$ cat src/hw/rtl/srag_pkg.sv
// ----------------------------------------------------------------------------
// srag_pkg: shared types and constants of the stream register address generator
// The item codes, the register map and the structs passed between the
// register file, the loop walker and the top level are defined here.
// ----------------------------------------------------------------------------
package srag_pkg;

   localparam int NUM_DIMS  = 4;
   localparam int DIM_W     = 2;
   localparam int DATA_W    = 32;
   localparam int CNT_W     = 33;
   localparam int KIND_W    = 2;
   localparam int IDX_W     = 5;
   localparam int PTR_BITS  = 27;

   // Item kinds.
   localparam logic [KIND_W-1:0] KIND_WRITE  = 2'd0;
   localparam logic [KIND_W-1:0] KIND_READ   = 2'd1;
   localparam logic [KIND_W-1:0] KIND_STREAM = 2'd2;
   localparam logic [KIND_W-1:0] KIND_ENABLE = 2'd3;

   // Register map.
   localparam logic [IDX_W-1:0] REG_STATUS      = 5'd0;
   localparam logic [IDX_W-1:0] REG_REP_LIMIT   = 5'd1;
   localparam logic [IDX_W-1:0] REG_BOUND0      = 5'd2;
   localparam logic [IDX_W-1:0] REG_BOUND_LAST  = 5'd5;
   localparam logic [IDX_W-1:0] REG_STRIDE0     = 5'd6;
   localparam logic [IDX_W-1:0] REG_STRIDE_LAST = 5'd9;
   localparam logic [IDX_W-1:0] REG_RPTR0       = 5'd24;
   localparam logic [IDX_W-1:0] REG_WPTR0       = 5'd28;
   localparam logic [IDX_W-1:0] REG_WPTR_LAST   = 5'd31;

   // Stride values that give a naturally aligned access.
   localparam logic [DATA_W-1:0] STRIDE_NARROW = 32'h4;
   localparam logic [DATA_W-1:0] STRIDE_WIDE   = 32'h8;

   // One item as it leaves the input register, with its firing strobe.
   typedef struct packed {
      logic                 fire;
      logic [KIND_W-1:0]    kind;
      logic [IDX_W-1:0]     reg_index;
      logic [DATA_W-1:0]    write_value;
   } cmd_type;

   // Configuration seen by the loop walker.
   typedef struct packed {
      logic [DATA_W-1:0]                 repeat_limit;
      logic [NUM_DIMS-1:0][DATA_W-1:0]   bounds;
      logic [NUM_DIMS-1:0][DATA_W-1:0]   strides;
      logic [DIM_W-1:0]                  dims;
      logic                              ptr_load;
      logic [DATA_W-1:0]                 ptr_value;
   } cfg_type;

   // Per-item outcome of the loop walker.
   typedef struct packed {
      logic [DATA_W-1:0]    stream_addr;
      logic                 wide_access;
      logic                 misaligned;
      logic                 repeat_wrapped;
      logic                 done_next;
      logic                 done_now;
   } access_type;

endpackage

$ cat src/hw/rtl/srag_csr_file.sv
// ----------------------------------------------------------------------------
// srag_csr_file: register file of the address generator
// Holds the repeat limit, loop bounds, strides and pointers, decodes writes
// and returns register or status reads.
// ----------------------------------------------------------------------------
module srag_csr_file
   import srag_pkg::*;
(
   input  logic              clock,
   input  logic              reset,
   input  cmd_type           cmd,
   input  logic              done_flag,
   output cfg_type           cfg,
   output logic [DATA_W-1:0] read_data
);

   logic [DATA_W-1:0]               repeat_ff, repeat_in;
   logic [NUM_DIMS-1:0][DATA_W-1:0] bounds_ff, bounds_in;
   logic [NUM_DIMS-1:0][DATA_W-1:0] strides_ff, strides_in;
   logic [NUM_DIMS-1:0][DATA_W-1:0] pointers_ff, pointers_in;
   logic [DIM_W-1:0]                dims_ff, dims_in;
   logic                            dir_ff, dir_in;
   logic                            ptr_load;
   logic [DIM_W-1:0]                bound_sel;
   logic [DIM_W-1:0]                stride_sel;
   logic [DIM_W-1:0]                ptr_sel;
   logic [DATA_W-1:0]               cur_ptr;

   assign bound_sel  = DIM_W'(cmd.reg_index - REG_BOUND0);
   assign stride_sel = DIM_W'(cmd.reg_index - REG_STRIDE0);
   assign ptr_sel    = cmd.reg_index[DIM_W-1:0];
   assign cur_ptr    = pointers_ff[dims_ff];

   always_comb begin
      repeat_in   = repeat_ff;
      bounds_in   = bounds_ff;
      strides_in  = strides_ff;
      pointers_in = pointers_ff;
      dims_in     = dims_ff;
      dir_in      = dir_ff;
      ptr_load    = 1'b0;
      if (cmd.fire && cmd.kind == KIND_WRITE) begin
         case (cmd.reg_index) inside
            REG_REP_LIMIT: begin
               repeat_in = cmd.write_value;
            end
            [REG_BOUND0:REG_BOUND_LAST]: begin
               bounds_in[bound_sel] = cmd.write_value;
            end
            [REG_STRIDE0:REG_STRIDE_LAST]: begin
               strides_in[stride_sel] = cmd.write_value;
            end
            [REG_RPTR0:REG_WPTR_LAST]: begin
               pointers_in[ptr_sel] = cmd.write_value;
               dims_in              = ptr_sel;
               dir_in               = (cmd.reg_index >= REG_WPTR0);
               ptr_load             = 1'b1;
            end
            default: begin
               // Status and unused indexes ignore writes.
            end
         endcase
      end
   end

   always_comb begin
      read_data = '0;
      if (cmd.kind == KIND_READ) begin
         case (cmd.reg_index) inside
            REG_STATUS: begin
               read_data = {done_flag, dir_ff, dims_ff, 1'b0, cur_ptr[PTR_BITS-1:0]};
            end
            REG_REP_LIMIT: begin
               read_data = repeat_ff;
            end
            [REG_BOUND0:REG_BOUND_LAST]: begin
               read_data = bounds_ff[bound_sel];
            end
            [REG_STRIDE0:REG_STRIDE_LAST]: begin
               read_data = strides_ff[stride_sel];
            end
            [REG_RPTR0:REG_WPTR_LAST]: begin
               read_data = pointers_ff[ptr_sel];
            end
            default: begin
               read_data = '0;
            end
         endcase
      end
   end

   always_ff @(posedge clock) begin
      if (reset) begin
         repeat_ff   <= '0;
         bounds_ff   <= '0;
         strides_ff  <= '0;
         pointers_ff <= '0;
         dims_ff     <= '0;
         dir_ff      <= 1'b0;
      end else begin
         repeat_ff   <= repeat_in;
         bounds_ff   <= bounds_in;
         strides_ff  <= strides_in;
         pointers_ff <= pointers_in;
         dims_ff     <= dims_in;
         dir_ff      <= dir_in;
      end
   end

   assign cfg.repeat_limit = repeat_ff;
   assign cfg.bounds       = bounds_ff;
   assign cfg.strides      = strides_ff;
   assign cfg.dims         = dims_ff;
   assign cfg.ptr_load     = ptr_load;
   assign cfg.ptr_value    = cmd.write_value;

endmodule

$ cat src/hw/rtl/srag_loop_walker.sv
// ----------------------------------------------------------------------------
// srag_loop_walker: address and nested loop counter logic
// Forms the access address, steps the repeat and loop counters and keeps the
// pending increment and the sticky done flag.
// ----------------------------------------------------------------------------
module srag_loop_walker
   import srag_pkg::*;
(
   input  logic       clock,
   input  logic       reset,
   input  cmd_type    cmd,
   input  cfg_type    cfg,
   output access_type acc
);

   logic [DATA_W-1:0] cur_ff, cur_in;
   logic [DATA_W-1:0] incr_ff, incr_in;
   logic [CNT_W-1:0]  rep_ff, rep_in;
   logic [CNT_W-1:0]  cnt_ff [NUM_DIMS];
   logic [CNT_W-1:0]  cnt_in [NUM_DIMS];
   logic              done_ff, done_in;

   logic [DATA_W-1:0] addr;
   logic [CNT_W-1:0]  rep_inc;
   logic              rep_wrap;
   logic [CNT_W-1:0]  cnt_inc  [NUM_DIMS];
   logic [CNT_W-1:0]  step_cnt [NUM_DIMS];
   logic              over     [NUM_DIMS];
   logic [NUM_DIMS:0] carry;
   logic [DATA_W-1:0] step_incr;
   logic              done_set;
   logic              is_stream;

   assign addr      = cur_ff + incr_ff;
   assign rep_inc   = rep_ff + CNT_W'(1);
   assign rep_wrap  = rep_inc > {1'b0, cfg.repeat_limit};
   assign is_stream = (cmd.kind == KIND_STREAM);

   // Carry ripples from dimension 0 up to the top dimension in use. A
   // dimension wraps when its count, plus the carry, passes its bound.
   always_comb begin
      carry     = '0;
      carry[0]  = 1'b1;
      step_incr = cfg.strides[0];
      done_set  = 1'b0;
      for (int i = 0; i < NUM_DIMS; i++) begin
         cnt_inc[i]  = cnt_ff[i] + CNT_W'(1);
         over[i]     = carry[i] ? (cnt_inc[i] > {1'b0, cfg.bounds[i]})
                                : (cnt_ff[i] > {1'b0, cfg.bounds[i]});
         step_cnt[i] = cnt_ff[i];
         if (i <= int'(cfg.dims)) begin
            step_cnt[i] = over[i] ? '0 : (carry[i] ? cnt_inc[i] : cnt_ff[i]);
            if (i < int'(cfg.dims)) begin
               carry[i+1] = over[i];
            end else begin
               done_set = over[i];
            end
         end
         if (i > 0 && carry[i]) begin
            step_incr = cfg.strides[i];
         end
      end
   end

   always_comb begin
      cur_in  = cur_ff;
      incr_in = incr_ff;
      rep_in  = rep_ff;
      done_in = done_ff;
      for (int i = 0; i < NUM_DIMS; i++) begin
         cnt_in[i] = cnt_ff[i];
      end
      if (cmd.fire) begin
         case (cmd.kind)
            KIND_STREAM: begin
               cur_in = addr;
               if (rep_wrap) begin
                  rep_in  = '0;
                  incr_in = step_incr;
                  for (int i = 0; i < NUM_DIMS; i++) begin
                     cnt_in[i] = step_cnt[i];
                  end
                  if (done_set) begin
                     done_in = 1'b1;
                  end
               end else begin
                  rep_in  = rep_inc;
                  incr_in = '0;
               end
            end
            KIND_WRITE: begin
               if (cfg.ptr_load) begin
                  cur_in  = cfg.ptr_value;
                  incr_in = '0;
               end
            end
            KIND_ENABLE: begin
               done_in = 1'b0;
            end
            default: begin
               // Reads leave the walker untouched.
            end
         endcase
      end
   end

   always_ff @(posedge clock) begin
      if (reset) begin
         cur_ff  <= '0;
         incr_ff <= '0;
         rep_ff  <= '0;
         done_ff <= 1'b0;
         for (int i = 0; i < NUM_DIMS; i++) begin
            cnt_ff[i] <= '0;
         end
      end else begin
         cur_ff  <= cur_in;
         incr_ff <= incr_in;
         rep_ff  <= rep_in;
         done_ff <= done_in;
         for (int i = 0; i < NUM_DIMS; i++) begin
            cnt_ff[i] <= cnt_in[i];
         end
      end
   end

   assign acc.stream_addr    = is_stream ? addr : '0;
   assign acc.wide_access    = is_stream && (cfg.strides[0] != STRIDE_NARROW);
   assign acc.misaligned     = is_stream && (cfg.strides[0] != STRIDE_NARROW)
                               && (cfg.strides[0] != STRIDE_WIDE);
   assign acc.repeat_wrapped = is_stream && rep_wrap;
   assign acc.done_next      = done_in;
   assign acc.done_now       = done_ff;

endmodule

$ cat src/hw/rtl/stream_register_address_generator_top.sv
// ----------------------------------------------------------------------------
// stream_register_address_generator_top: stream register address generator
// Takes register writes, register reads, stream accesses and enables as
// items and returns one result item for each of them.
// ----------------------------------------------------------------------------
//
//   Channel   Direction  Payload
//   req_*     in         tuser: kind; tdata: reg_index, write_value
//   rsp_*     out        tdata: read_data, stream_addr, then the four access flags
//
// One item can be accepted every cycle while results are taken: the register
// file and the loop walker handle the item in the input register in a single
// pass, and the result then waits in the output register behind rsp_tvalid.
// Reset is synchronous and active high and clears all state and counters but the payload registers at once.
// A result that waits holds the output register; req_tready then drops only
// while the input register also holds an item, until the result is taken.
//
module stream_register_address_generator_top
   import srag_pkg::*;
(
   input  logic        clock,
   input  logic        reset,
   // Request items.
   input  logic        req_tvalid,
   output logic        req_tready,
   input  logic [39:0] req_tdata,   // [4:0] reg_index, [36:5] write_value, rest zero
   input  logic [1:0]  req_tuser,   // [1:0] kind
   // Result items.
   output logic        rsp_tvalid,
   input  logic        rsp_tready,
   output logic [71:0] rsp_tdata    // [31:0] read_data, [63:32] stream_addr,
                                    // [64] wide_access, [65] misaligned,
                                    // [66] repeat_wrapped, [67] stream_done
);

   // Input register.
   logic              in_valid_ff, in_valid_in;
   logic [KIND_W-1:0] in_kind_ff;
   logic [IDX_W-1:0]  in_idx_ff;
   logic [DATA_W-1:0] in_value_ff;

   // Output register.
   logic              out_valid_ff, out_valid_in;
   logic [DATA_W-1:0] out_read_ff;
   logic [DATA_W-1:0] out_addr_ff;
   logic              out_wide_ff;
   logic              out_mis_ff;
   logic              out_wrap_ff;
   logic              out_done_ff;

   logic              fire;
   logic              req_accept;
   cmd_type           cmd;
   cfg_type           cfg;
   access_type        acc;
   logic [DATA_W-1:0] read_data;

   // The item in the input register is handled when the output register is
   // free or is being emptied in this cycle.
   assign fire       = in_valid_ff && (!out_valid_ff || rsp_tready);
   assign req_tready = !in_valid_ff || fire;
   assign req_accept = req_tvalid && req_tready;

   assign in_valid_in  = req_accept || (in_valid_ff && !fire);
   assign out_valid_in = fire || (out_valid_ff && !rsp_tready);

   assign cmd.fire        = fire;
   assign cmd.kind        = in_kind_ff;
   assign cmd.reg_index   = in_idx_ff;
   assign cmd.write_value = in_value_ff;

   srag_csr_file u_csr_file (
      .clock     (clock),
      .reset     (reset),
      .cmd       (cmd),
      .done_flag (acc.done_now),
      .cfg       (cfg),
      .read_data (read_data)
   );

   srag_loop_walker u_loop_walker (
      .clock (clock),
      .reset (reset),
      .cmd   (cmd),
      .cfg   (cfg),
      .acc   (acc)
   );

   always_ff @(posedge clock) begin
      if (reset) begin
         in_valid_ff  <= 1'b0;
         out_valid_ff <= 1'b0;
      end else begin
         in_valid_ff  <= in_valid_in;
         out_valid_ff <= out_valid_in;
      end
   end

   // Payload registers load only on their handshake and need no reset.
   always_ff @(posedge clock) begin
      if (req_accept) begin
         in_kind_ff  <= req_tuser;
         in_idx_ff   <= req_tdata[IDX_W-1:0];
         in_value_ff <= req_tdata[IDX_W+DATA_W-1:IDX_W];
      end
      if (fire) begin
         out_read_ff <= read_data;
         out_addr_ff <= acc.stream_addr;
         out_wide_ff <= acc.wide_access;
         out_mis_ff  <= acc.misaligned;
         out_wrap_ff <= acc.repeat_wrapped;
         out_done_ff <= acc.done_next;
      end
   end

   assign rsp_tvalid = out_valid_ff;
   assign rsp_tdata  = {4'b0000, out_done_ff, out_wrap_ff, out_mis_ff, out_wide_ff,
                        out_addr_ff, out_read_ff};

   // The input side only stalls behind a result that is waiting.
   assert property (@(posedge clock) disable iff (reset)
      !req_tready |-> (out_valid_ff && !rsp_tready))
      else $error("input stalled without a waiting result");

   // An enable item leaves the done flag clear.
   assert property (@(posedge clock) disable iff (reset)
      (fire && in_kind_ff == KIND_ENABLE) |=> (!acc.done_now && !out_done_ff))
      else $error("done flag not cleared by enable");

   // A read item produces a result with no access fields set.
   assert property (@(posedge clock) disable iff (reset)
      (fire && in_kind_ff == KIND_READ) |=>
         (rsp_tvalid && out_addr_ff == '0 && !out_wide_ff && !out_wrap_ff))
      else $error("read result carries access fields");

   // A misaligned access is never reported as a narrow one.
   assert property (@(posedge clock) disable iff (reset)
      (fire && acc.misaligned) |=> out_wide_ff)
      else $error("misaligned access marked narrow");

endmodule
$ cat config.mk
export PLATFORM = sky130hd
export DESIGN_NAME = stream_register_address_generator_top
export DESIGN_NICKNAME = d
export VERILOG_FILES = /design/src/hw/rtl/srag_pkg.sv /design/src/hw/rtl/srag_csr_file.sv /design/src/hw/rtl/srag_loop_walker.sv /design/src/hw/rtl/stream_register_address_generator_top.sv
export SDC_FILE = /design/constraint.sdc
export NUM_CORES = 2
export LEC_CHECK = 0
export BUFFER_PORTS_ARGS = -buffer_cell sky130_fd_sc_hd__buf_2
export CORE_MARGIN = 3
export CORE_UTILIZATION = 45
export CTS_CLUSTER_DIAMETER = 100
export DETAILED_ROUTE_END_ITERATION = 8
export PLACE_DENSITY_LB_ADDON = 0.2
export REMOVE_ABC_BUFFERS = 1
export SYNTH_ARGS = -nofsm -noshare
export SYNTH_HDL_FRONTEND = slang
export SYNTH_SLANG_ARGS = --single-unit
$ cat constraint.sdc
create_clock -name clock -period 13.7 [get_ports clock]
set_clock_uncertainty 0.05 [all_clocks]
set_input_delay 1.37 -clock clock [delete_from_list [all_inputs] [get_ports clock]]
set_output_delay 1.37 -clock clock [all_outputs]
set_load 0.01 [all_outputs]
==> impl_results.md <==
* Die Wd at ~310 um
* Clock buffer count from CTS at about 90
* Synth Warn # at 0
* Sink Count at 758
* Final WS setup at 6.44 ns
* Ys async rst share at 0%
* Die Span Y at 315 um
* Overflow after GRT at 0
* CTS-repair resized insts at 0
* Routability cong. at 0.945
* CTS tree: yes
* Synth area leader: dfxtp_1
* Clock H-tree levels at 3
* Hold buffer count at CTS at 0
* Reg2Reg Depth at 21
* Worst Hold Class: register to register
* Antenna Nets Post-Route at 0
* Switching part of the total at 24.9%
* Crit-path cells: nand3_1, nor2_1, and4_1, and4_1, nand2_1, or4_1, nor2_1, xor2_1, ha_1, a21oi_1, nand3_1, nor3_1, nand4_1, a22oi_2, buf_4, and2_1, buf_4, nor3_1, o31a_1, buf_4, a221o_1
* Required time worst endpoint at 14.20 ns
* DR pass1 iterations at 8
* Final period util at between 50% and 60%
* Global-route wire length before repair at 224000 um
* DRT iter0 DRCs at 5172
* Clk_lat worst skew at 0.68 ns
* Starting density of the core at a little under half
* Row cnt at 112
* CP max-delay cell: buf_4
* Power share of the clock group at 48.3%
* Cell variety after synth at 91
* Worst setup SP type: register
* Final hold vios at 0
* Sum of negative setup slack at 0 ns
* Setup CP Type: register to register
* # setup viols final at 0
* Area of the core at 94000 sq um
* Post-synth EDFFs at 107
* Synthesized flop and latch total at 758
* RSZ-0062 raised after global routing: no
* Avg Cell Area, Syn at 8.44 sq um
* Root buf cell: clkbuf_16
* PnR Total Power at ~5 mW
* Max incr delay on CP at 0.68 ns
* Tmin final at 7.26 ns
* Power per cell area at 104 nW/um^2
* Leak at 17.2 nW
* Worst-path clk slew at 0.06 ns
* Share of cells above drive strength 1 at around a tenth
* Final nets at between 5k and 6k
* GR Util All Layers at 29.5%
* Max FO, Critical Path at 38
* Initial antenna violation count at 4
* Sw Pwr at 1.22 mW
* Port Buffer Count at 112
* HPWL Detailed at 97700 um
* Vias at 38.8k
* DRC at 0
* Area of the multi-input gates at around 25000 sq um
* Longest Clk Path Bufs at 3
* Internal Power at 3.69 mW
* Combinational Power Share at 4.3%
* Setup WS pre-CTS at 6.64 ns
* Syn Inst Count at ~5.1k
* CP arrival at 7.75 ns
* Most common cell in the netlist: nand2_1
* Setup bufs post-CTS at 0
* Layout overhead on the synthesized area at 10.1%
* Worst-Margin Slew at 1.37 ns
* Largest net degree at the start of global routing at about 180
* FF+latch area at about 16000 sq um
* # diodes at 0
* Fill count at 8797
* Primary FF master, synth: dfxtp_1
* Sequential share of the synthesized area at 37.8%
* Top-Level Pins at 120
* Worst Setup End Kind: register
* Vias in the first global route at 35.7k
* Max cap viols at 0
* Sequential fraction of design power at 47.4%
* Routed wire per std cell at 23.7 um
* Synth Cell Area at 42900 sq um
* Most frequent CP cell: buf_4
* Top cells by instance count after synthesis: 1062 x nand2_1, 699 x a21oi_1, 651 x dfxtp_1, 292 x ha_1, 291 x clkbuf_1
* Hold Crit Depth at 2
* Peak supply drop at 0.0846 mV
* DIE AREA at around 99000 sq um
* Area contributors post-synth: dfxtp_1 30%, nand2_1 9.3%, ha_1 8.5%, a21oi_1 8.1%, edfxtp_1 7.5%
* Maximum clock frequency at 138 MHz
* Final wirelength at 150000 um
* Max-slew violation count at 0
* Max_slew headroom at under 10%
* Area share of the largest cell type after synthesis at 30.4%
* Outcome: finished clean
* Vias per cell at 6.12
-- layout by cell type (no fill, tap or decap), types with 20 or more instances in the layout --
cell type  netlist  routed
nand2_1       1062    1057
a21oi_1        699     697
dfxtp_1        651     649
ha_1           292     292
inv_1          253     251
nor2_1         201     189
o21ai_0        177     177
nand3_1        143     142
mux4_2         123     123
xnor2_1        114     114
buf_2           22     111
edfxtp_1       107     107
clkbuf_16        0      89
nand4_1         83      83
and3_1          81      81
buf_4            9      70
nor4_1          56      56
xor2_1          48      48
a22oi_1         48      47
nor3_1          51      46
a221oi_1        36      36
a221o_1         34      34
mux2i_1         33      33
o211ai_1        30      30
and2_1          28      26
a211oi_1        26      26
a21o_1          25      25
clkbuf_1       291      25
or2_2           23      23
and4_1          22      22
nor2b_1         23      21
a32o_1          20      20
-- power groups by stage --
stage / registers, mW / logic (mW) / clock network, mW
after floorplan: 2.36 / 0.0831 / 0
after global placement: 2.37 / 0.207 / 0
after detailed placement: 2.37 / 0.208 / 0
after CTS: 2.32 / 0.208 / 2.39
after global routing: 2.33 / 0.224 / 2.48
final: 2.33 / 0.212 / 2.37
-- registers in the layout, summed over array words and instances (netlist names) --
name	count
rsp_tvalid	1
in_valid_ff	1
out_read_ff	32
out_wrap_ff	1
u_csr_file.dims_ff	2
out_wide_ff	1
u_csr_file.pointers_ff	128
u_csr_file.repeat_ff	32
u_loop_walker.cur_ff	32
out_addr_ff	32
out_mis_ff	1
out_done_ff	1
in_idx_ff	5
u_csr_file.cfg	256
in_value_ff	32
u_loop_walker.done_ff	1
u_loop_walker.incr_ff	32
u_loop_walker.rep_ff	33
in_kind_ff	2
u_csr_file.dir_ff	1
u_loop_walker.cnt_ff	132
-- layout make-up --
type / instances / area share, %
Clock buffer: 124 / 5.20
Clock inverter: 38 / 0.842
Inverter: 254 / 2.02
Multi-Input combinational cell: 3736 / 51.9
Sequential cell: 758 / 34.4
Tap cell: 1254 / 3.32
Timing Repair Buffer: 183 / 2.36
-- cell families after synthesis --
group,count (synthesis),share of synthesized area [%]
fa+ha+maj,293,8.56
xor+xnor,162,3.30
compound gates,1247,17.7
simple gates,1873,20.0
other cells,1,0.00873
flops,758,37.8
buf+inv,597,5.40
mux,157,7.25
-- metal layers --
| metal | track usage [%] | vias up | share of wire (%) |
|---|---|---|---|
| met5 | 0 | - | 0.0080 |
| met4 | 11.4 | 2 | 4.1 |
| met3 | 7.33 | 268 | 11 |
| met2 | 42.4 | 1989 | 42 |
| met1 | 42.4 | 18600 | 43 |
| li1 | - | 18000 | - |
-- worst paths after layout --
kind	from	to	slack, ns
worst max-delay path	u_loop_walker.cnt_ff[0][2]	u_loop_walker.incr_ff[11]	6.44
worst min-delay path	u_csr_file.dir_ff	u_csr_file.dir_ff	0.41
worst max register to register	u_loop_walker.cnt_ff[0][2]	u_loop_walker.incr_ff[11]	6.44
worst min register to register	u_csr_file.dir_ff	u_csr_file.dir_ff	0.41
-- through the flow --
stage                     util [%]  hold WS, ns  std cells  area (sq um)
after floorplan                  -        0.377       4748         41600
after global placement        47.2        0.389       6185         44400
after detailed placement      47.2        0.398       6185         44400
after CTS                     50.3        0.406       6347         47300
after global routing          50.3        0.431       6347         47300
final                         50.3        0.406       6347         47300
-- critical path, delay by kind of cell, from the launching register on --
family	cells	cell delay (ns)
buffers and inverters	3	1.54
AND/OR/NAND/NOR	12	3.54
adder cells (fa/ha/maj)	1	0.30
XOR/XNOR	1	0.18
AO/OA/AOI/OAI	4	1.08
flip-flops	1	0.42
Note: power is estimated with default switching activity, not from simulation.
